==> src/hw/rtl/pressure_temperature_compensation_assert.svh <==
// Assertion macros for the pressure/temperature compensation block.
// Used by the top level; expects clk_i and rst_ni in scope.
`ifndef PRESSURE_TEMPERATURE_COMPENSATION_ASSERT_SVH
`define PRESSURE_TEMPERATURE_COMPENSATION_ASSERT_SVH
`ifndef SYNTH
`define PTC_ASSERT(lbl, prop) \
  lbl: assert property (@(posedge clk_i) disable iff (!rst_ni) prop) \
    else $error("ptc assertion failed");
`define PTC_ASSERT_NEVER(lbl, expr) \
  lbl: assert property (@(posedge clk_i) disable iff (!rst_ni) !(expr)) \
    else $error("ptc forbidden condition");
`else
`define PTC_ASSERT(lbl, prop)
`define PTC_ASSERT_NEVER(lbl, expr)
`endif
`endif

==> src/hw/rtl/ptc_pkg.sv <==
// Shared types, constants and helpers for the compensation block.
// No dependencies.
package ptc_pkg;

  localparam int unsigned DIV_STEPS = 32;

  localparam logic [31:0] B6_OFFSET   = 32'd4000;
  localparam logic [31:0] K_SQ        = 32'd3038;
  localparam logic [31:0] K_LIN       = 32'hFFFF_E343;  // -7357
  localparam logic [31:0] K_ROUND     = 32'd3791;
  localparam logic [31:0] OSS_SCALE   = 32'd50000;
  localparam logic [31:0] B4_BIAS     = 32'd32768;
  localparam logic [31:0] SIGN_BIT    = 32'h8000_0000;

  localparam logic [1:0] FAULT_OK    = 2'd0;
  localparam logic [1:0] FAULT_TEMP  = 2'd1;
  localparam logic [1:0] FAULT_PRESS = 2'd2;

  localparam logic [1:0] REG_CAL_T  = 2'd0;
  localparam logic [1:0] REG_CAL_PL = 2'd1;
  localparam logic [1:0] REG_CAL_PS = 2'd2;
  localparam logic [1:0] REG_OSS    = 2'd3;

  typedef logic signed [27:0] temp_t;
  typedef logic signed [31:0] press_t;

  // Sideband alongside the temperature divider.
  typedef struct packed {
    logic [31:0] x1;
    logic [18:0] up;
    logic        f1;
    logic        neg;
  } sb_temp_t;

  // Sideband alongside the pressure divider.
  typedef struct packed {
    logic [31:0] b5;
    logic        f1;
    logic        f2;
    logic        post;
  } sb_press_t;

  function automatic logic [31:0] asr(input logic [31:0] x, input logic [4:0] n);
    asr = 32'($signed(x) >>> n);
  endfunction

endpackage

==> src/hw/rtl/ptc_div.sv <==
// Pipelined unsigned 32/32 restoring divider, one quotient bit per stage.
// Depends on ptc_pkg for the stage count.
module ptc_div (
  input  logic        clk_i,
  input  logic        en_i,
  input  logic [31:0] dividend_i,
  input  logic [31:0] divisor_i,
  output logic [31:0] quotient_o
);

  // acc holds {remainder, dividend bits still to go / quotient bits so far}
  logic [63:0] acc_q [ptc_pkg::DIV_STEPS];
  logic [31:0] dvs_q [ptc_pkg::DIV_STEPS];
  logic [63:0] acc_d [ptc_pkg::DIV_STEPS];

  for (genvar k = 0; k < ptc_pkg::DIV_STEPS; k++) begin : g_step
    logic [63:0] prev;
    logic [31:0] dvs;
    logic [64:0] sh;
    logic [32:0] trial;
    if (k == 0) begin : g_first
      assign prev = {32'd0, dividend_i};
      assign dvs  = divisor_i;
    end else begin : g_rest
      assign prev = acc_q[k-1];
      assign dvs  = dvs_q[k-1];
    end
    always_comb begin
      sh    = {prev, 1'b0};
      trial = sh[64:32] - {1'b0, dvs};
      if (!trial[32]) begin
        acc_d[k] = {trial[31:0], sh[31:1], 1'b1};
      end else begin
        acc_d[k] = {sh[63:32], sh[31:1], 1'b0};
      end
    end
    always_ff @(posedge clk_i) begin
      if (en_i) begin
        acc_q[k] <= acc_d[k];
        dvs_q[k] <= dvs;
      end
    end
  end

  assign quotient_o = acc_q[ptc_pkg::DIV_STEPS-1][31:0];

endmodule

==> config.mk <==
export PLATFORM = sky130hd
export DESIGN_NAME = ptc_div
export DESIGN_NICKNAME = d
export VERILOG_FILES = /design/src/hw/rtl/pressure_temperature_compensation_assert.svh /design/src/hw/rtl/ptc_pkg.sv /design/src/hw/rtl/ptc_div.sv
export SDC_FILE = /design/constraint.sdc
export NUM_CORES = 2
export LEC_CHECK = 0
export BUFFER_PORTS_ARGS = -buffer_cell sky130_fd_sc_hd__buf_2
export CORE_MARGIN = 2
export CORE_UTILIZATION = 25
export CTS_BUF_LIST = sky130_fd_sc_hd__clkbuf_16
export DETAILED_ROUTE_END_ITERATION = 10
export MAX_ROUTING_LAYER = met4
export SYNTH_ARGS = -nofsm -noshare
export SYNTH_HDL_FRONTEND = slang
export SYNTH_SLANG_ARGS = --single-unit
export TNS_END_PERCENT = 10
==> constraint.sdc <==
create_clock -name clk_i -period 6.9 [get_ports clk_i]
set_input_delay 0.345 -clock clk_i [delete_from_list [all_inputs] [get_ports clk_i]]
set_output_delay 0.345 -clock clk_i [all_outputs]
set_load 0.005 [all_outputs]
==> metrics.log <==
[metrics] outcome: complete, no violations
[metrics] global-route congestion overflow total: 0
[metrics] final layout net count: 13310
[metrics] crit path launch type: register
[metrics] cts bufs inserted: 353
[metrics] global-route wire length before repair: 472000 um
[metrics] post-CTS setup-driven buffer insertion count: 0
[metrics] number of levels the H-tree was split into: 5
[metrics] worst vdd ir: 0.246 mV
[metrics] core footprint: 607000 um2
[metrics] clock root buffer: clkbuf_16
[metrics] Post-route DRC: 0
[metrics] area of all placed cells without fillers: 175000 um2
[metrics] Final setup violation count: 0
[metrics] path class of the lowest-slack min-delay path: in2reg
[metrics] Period Utilization, post-route: 73.5%
[metrics] number of filler instances in the final layout: 61204
[metrics] LEAKAGE: roughly 68 nW
[metrics] post-synthesis register bit count: 3008
[metrics] primary flip-flop cell chosen by synthesis mapping: edfxtp_1
[metrics] path type of the worst setup path: reg2reg
[metrics] most frequently used cell type in the post-synthesis netlist: edfxtp_1
[metrics] count of max-cap constraint violations: 0
[metrics] library cell with the largest summed area after synthesis: edfxtp_1
[metrics] total clock sinks: 3008
[metrics] effective utilization at floorplan: 25.1%
[metrics] Worst setup EP type: register
[metrics] CTS tree: built
[metrics] setup TNS: 0 ps
[metrics] num ports: slightly below 100
[metrics] Req. time, crit path: 7580 ps
[metrics] drt via density: 4.38
[metrics] die boundary width: between 700 and 800 um
[metrics] remaining antenna violation count: 0
[metrics] final number of hold-violating endpoints: 0
[metrics] post-detailed-placement half-perimeter wirelength: 206000 um
[metrics] Achievable Freq: 0.197 GHz
[metrics] share of final-layout standard cells stronger than drive strength 1: 11.5%
[metrics] Chip Height: a little under 800 um
[metrics] Pwr Total: approximately 84 mW
[metrics] final number of max-transition violations: 0
[metrics] Synth warnings: 0
[metrics] final weighted congestion of routability-driven global placement: 0.924
[metrics] detail-routed net length per standard cell: between 10 and 15 um
[metrics] vias in the first global route: approximately 93000
[metrics] fraction of registers with async set or reset after synthesis: 0%
[metrics] count of routing violations after the opening detailed-route iteration: about 4200
[metrics] setup repair after global routing missed its margin: no
[metrics] clock transition at the registers of the reported paths: 60 ps
[metrics] maximum number of pins on one net before global-route repair: 184
[metrics] post-synthesis instance area: 152000 um2
[metrics] Pre-antenna DRT Iters: 8
[metrics] Port Buf Inserts: 97
[metrics] distinct cell type count after synthesis: 86
[metrics] CP max FO: 39
[metrics] Max-slew headroom: 20.4%
[metrics] Mapped Cells: around 12000
[metrics] Post-synth EDFFs: ~3000
[metrics] Area Growth Syn to Fin: 14.8%
[metrics] # rows: 286
[metrics] Least-Margin Pin Slew: 1190 ps
[metrics] commonest cells in the netlist: edfxtp_1 (3008), inv_1 (1195), ha_1 (993)
[metrics] largest cells by area after synthesis: edfxtp_1 (59%), ha_1 (8.2%), mux2_2 (5.0%), xnor2_1 (3.1%), inv_1 (2.9%)
[metrics] worst clock skew: 88.8 ps
[metrics] area enclosed by the die boundary: 616000 um2
[metrics] Area after DPL: 163000 um2
[metrics] proportion of netlist area held by the largest area contributor: 59.3%
[metrics] mean area per synthesized cell: roughly 13 um2
[metrics] portion of the post-synthesis area used by sequential elements: just under 60%
[metrics] total power per unit cell area: 478 nW/um2
[metrics] number of antenna violations at the first check in global routing: 3
[metrics] arrival time worst endpoint: 5750 ps
[metrics] aggregate global-route resource usage: a little under a tenth
[metrics] Routed Wire Length: 292000 um
[metrics] overall via count from detail_route: 90067
[metrics] insertion delay of the later-clocked pin in the worst-skew pair: 1000 ps
[metrics] maximum buffer depth of the clock tree: 4
[metrics] fin crit period: 5070 ps
final timing paths:
| check | start | to | slack [ps] | cells past startpoint |
|---|---|---|---|---|
| min | dividend_i[26] | acc_q[0][27]$_DFFE_PP_ | 120 | 2 |
| min reg2reg | acc_q[21][26]$_DFFE_PP_ | acc_q[22][27]$_DFFE_PP_ | 390 | 0 |
| max | acc_q[21][31]$_DFFE_PP_ | acc_q[22][50]$_DFFE_PP_ | 1830 | 13 |
| max reg2reg | acc_q[21][31]$_DFFE_PP_ | acc_q[22][50]$_DFFE_PP_ | 1830 | 13 |
worst max-delay path, stage by stage, from the launching register on:
cell and delay, ps:
edfxtp_1 360, inv_1 50, ha_1 210, fa_1 400
nor2b_1 190, o31a_1 220, o22ai_1 180, o31ai_1 780
o2bb2ai_1 300, o41a_1 300, o211ai_1 120, a21oi_1 320
xor2_4 870, mux2_2 420
where the power goes:
part | internal [mW] | switching (mW)
registers | 26.7 | 2.27
clock network | 10.2 | 7.68
logic | 17.4 | 19.3
logic make-up after synthesis:
logic type | after synthesis | synth area share (%)
AO/OA/AOI/OAI | 2786 | 11.7
buffers and inverters | 1465 | 3.65
other | 1 | 0.00246
XOR/XNOR | 843 | 4.85
AND/OR/NAND/NOR | 1954 | 6.13
flip-flops | 3008 | 59.3
multiplexers | 794 | 5.86
adder cells (fa/ha/maj) | 1023 | 8.55
per-stage QoR:
stage | worst slack (ps) | hold slack, ps | utilization, % | instances
5_1_grt | 1630 | 29.7 | 28.8 | 20571
3_3_place_gp | 1870 | 400 | 26.9 | 19855
4_1_cts | 1800 | 2.11 | 28.8 | 20570
2_1_floorplan | 2980 | 400 | - | 11888
3_5_place_dp | 1900 | 405 | 26.9 | 19855
6_report | 1830 | 120 | 28.8 | 20571
layout by cell type, fill, tap and decap left out, types with 355 or more instances in the layout:
cell and instances:
clkbuf_16 355, a21oi_1 873, inv_1 1260, mux2_2 680, a21o_1 455, nand2_1 561
edfxtp_1 3008, nor2_1 542, o21ai_0 554, xnor2_1 523, ha_1 993
flip-flops by register name, indices dropped and copies added, names as in the netlist:
signal and flops:
acc_q 2016, dvs_q 992
routing by layer:
| metal | GRT usage [%] | part of all wire, % | vias up |
|---|---|---|---|
| li1 | - | - | 44758 |
| met1 | 9.52 | 38 | 42933 |
| met2 | 17.9 | 53 | 1524 |
| met3 | 1.36 | 3.3 | 852 |
| met4 | 4.34 | 4.9 | 0 |
| met5 | - | 0 | - |
what timing repair did:
item                      CTS  global route
hold buffers               75             0
resized for setup           0             0
hold endpoints to repair  106             0
area by class of cell:
| type | count | area (um2) | area share [%] |
|---|---|---|---|
| inverters | 1195 | 4490 | 2.56 |
| flip-flops and latches | 3008 | 90300 | 51.6 |
| clock inverters | 285 | 2260 | 1.29 |
| multi-input cells | 7415 | 56800 | 32.5 |
| clock buffers | 355 | 8880 | 5.08 |
| diodes | 1 | 2.50 | 0.00143 |
| repair buffers | 248 | 2050 | 1.17 |
| well taps | 8064 | 10100 | 5.77 |
Power figures use the tool's default switching activity.
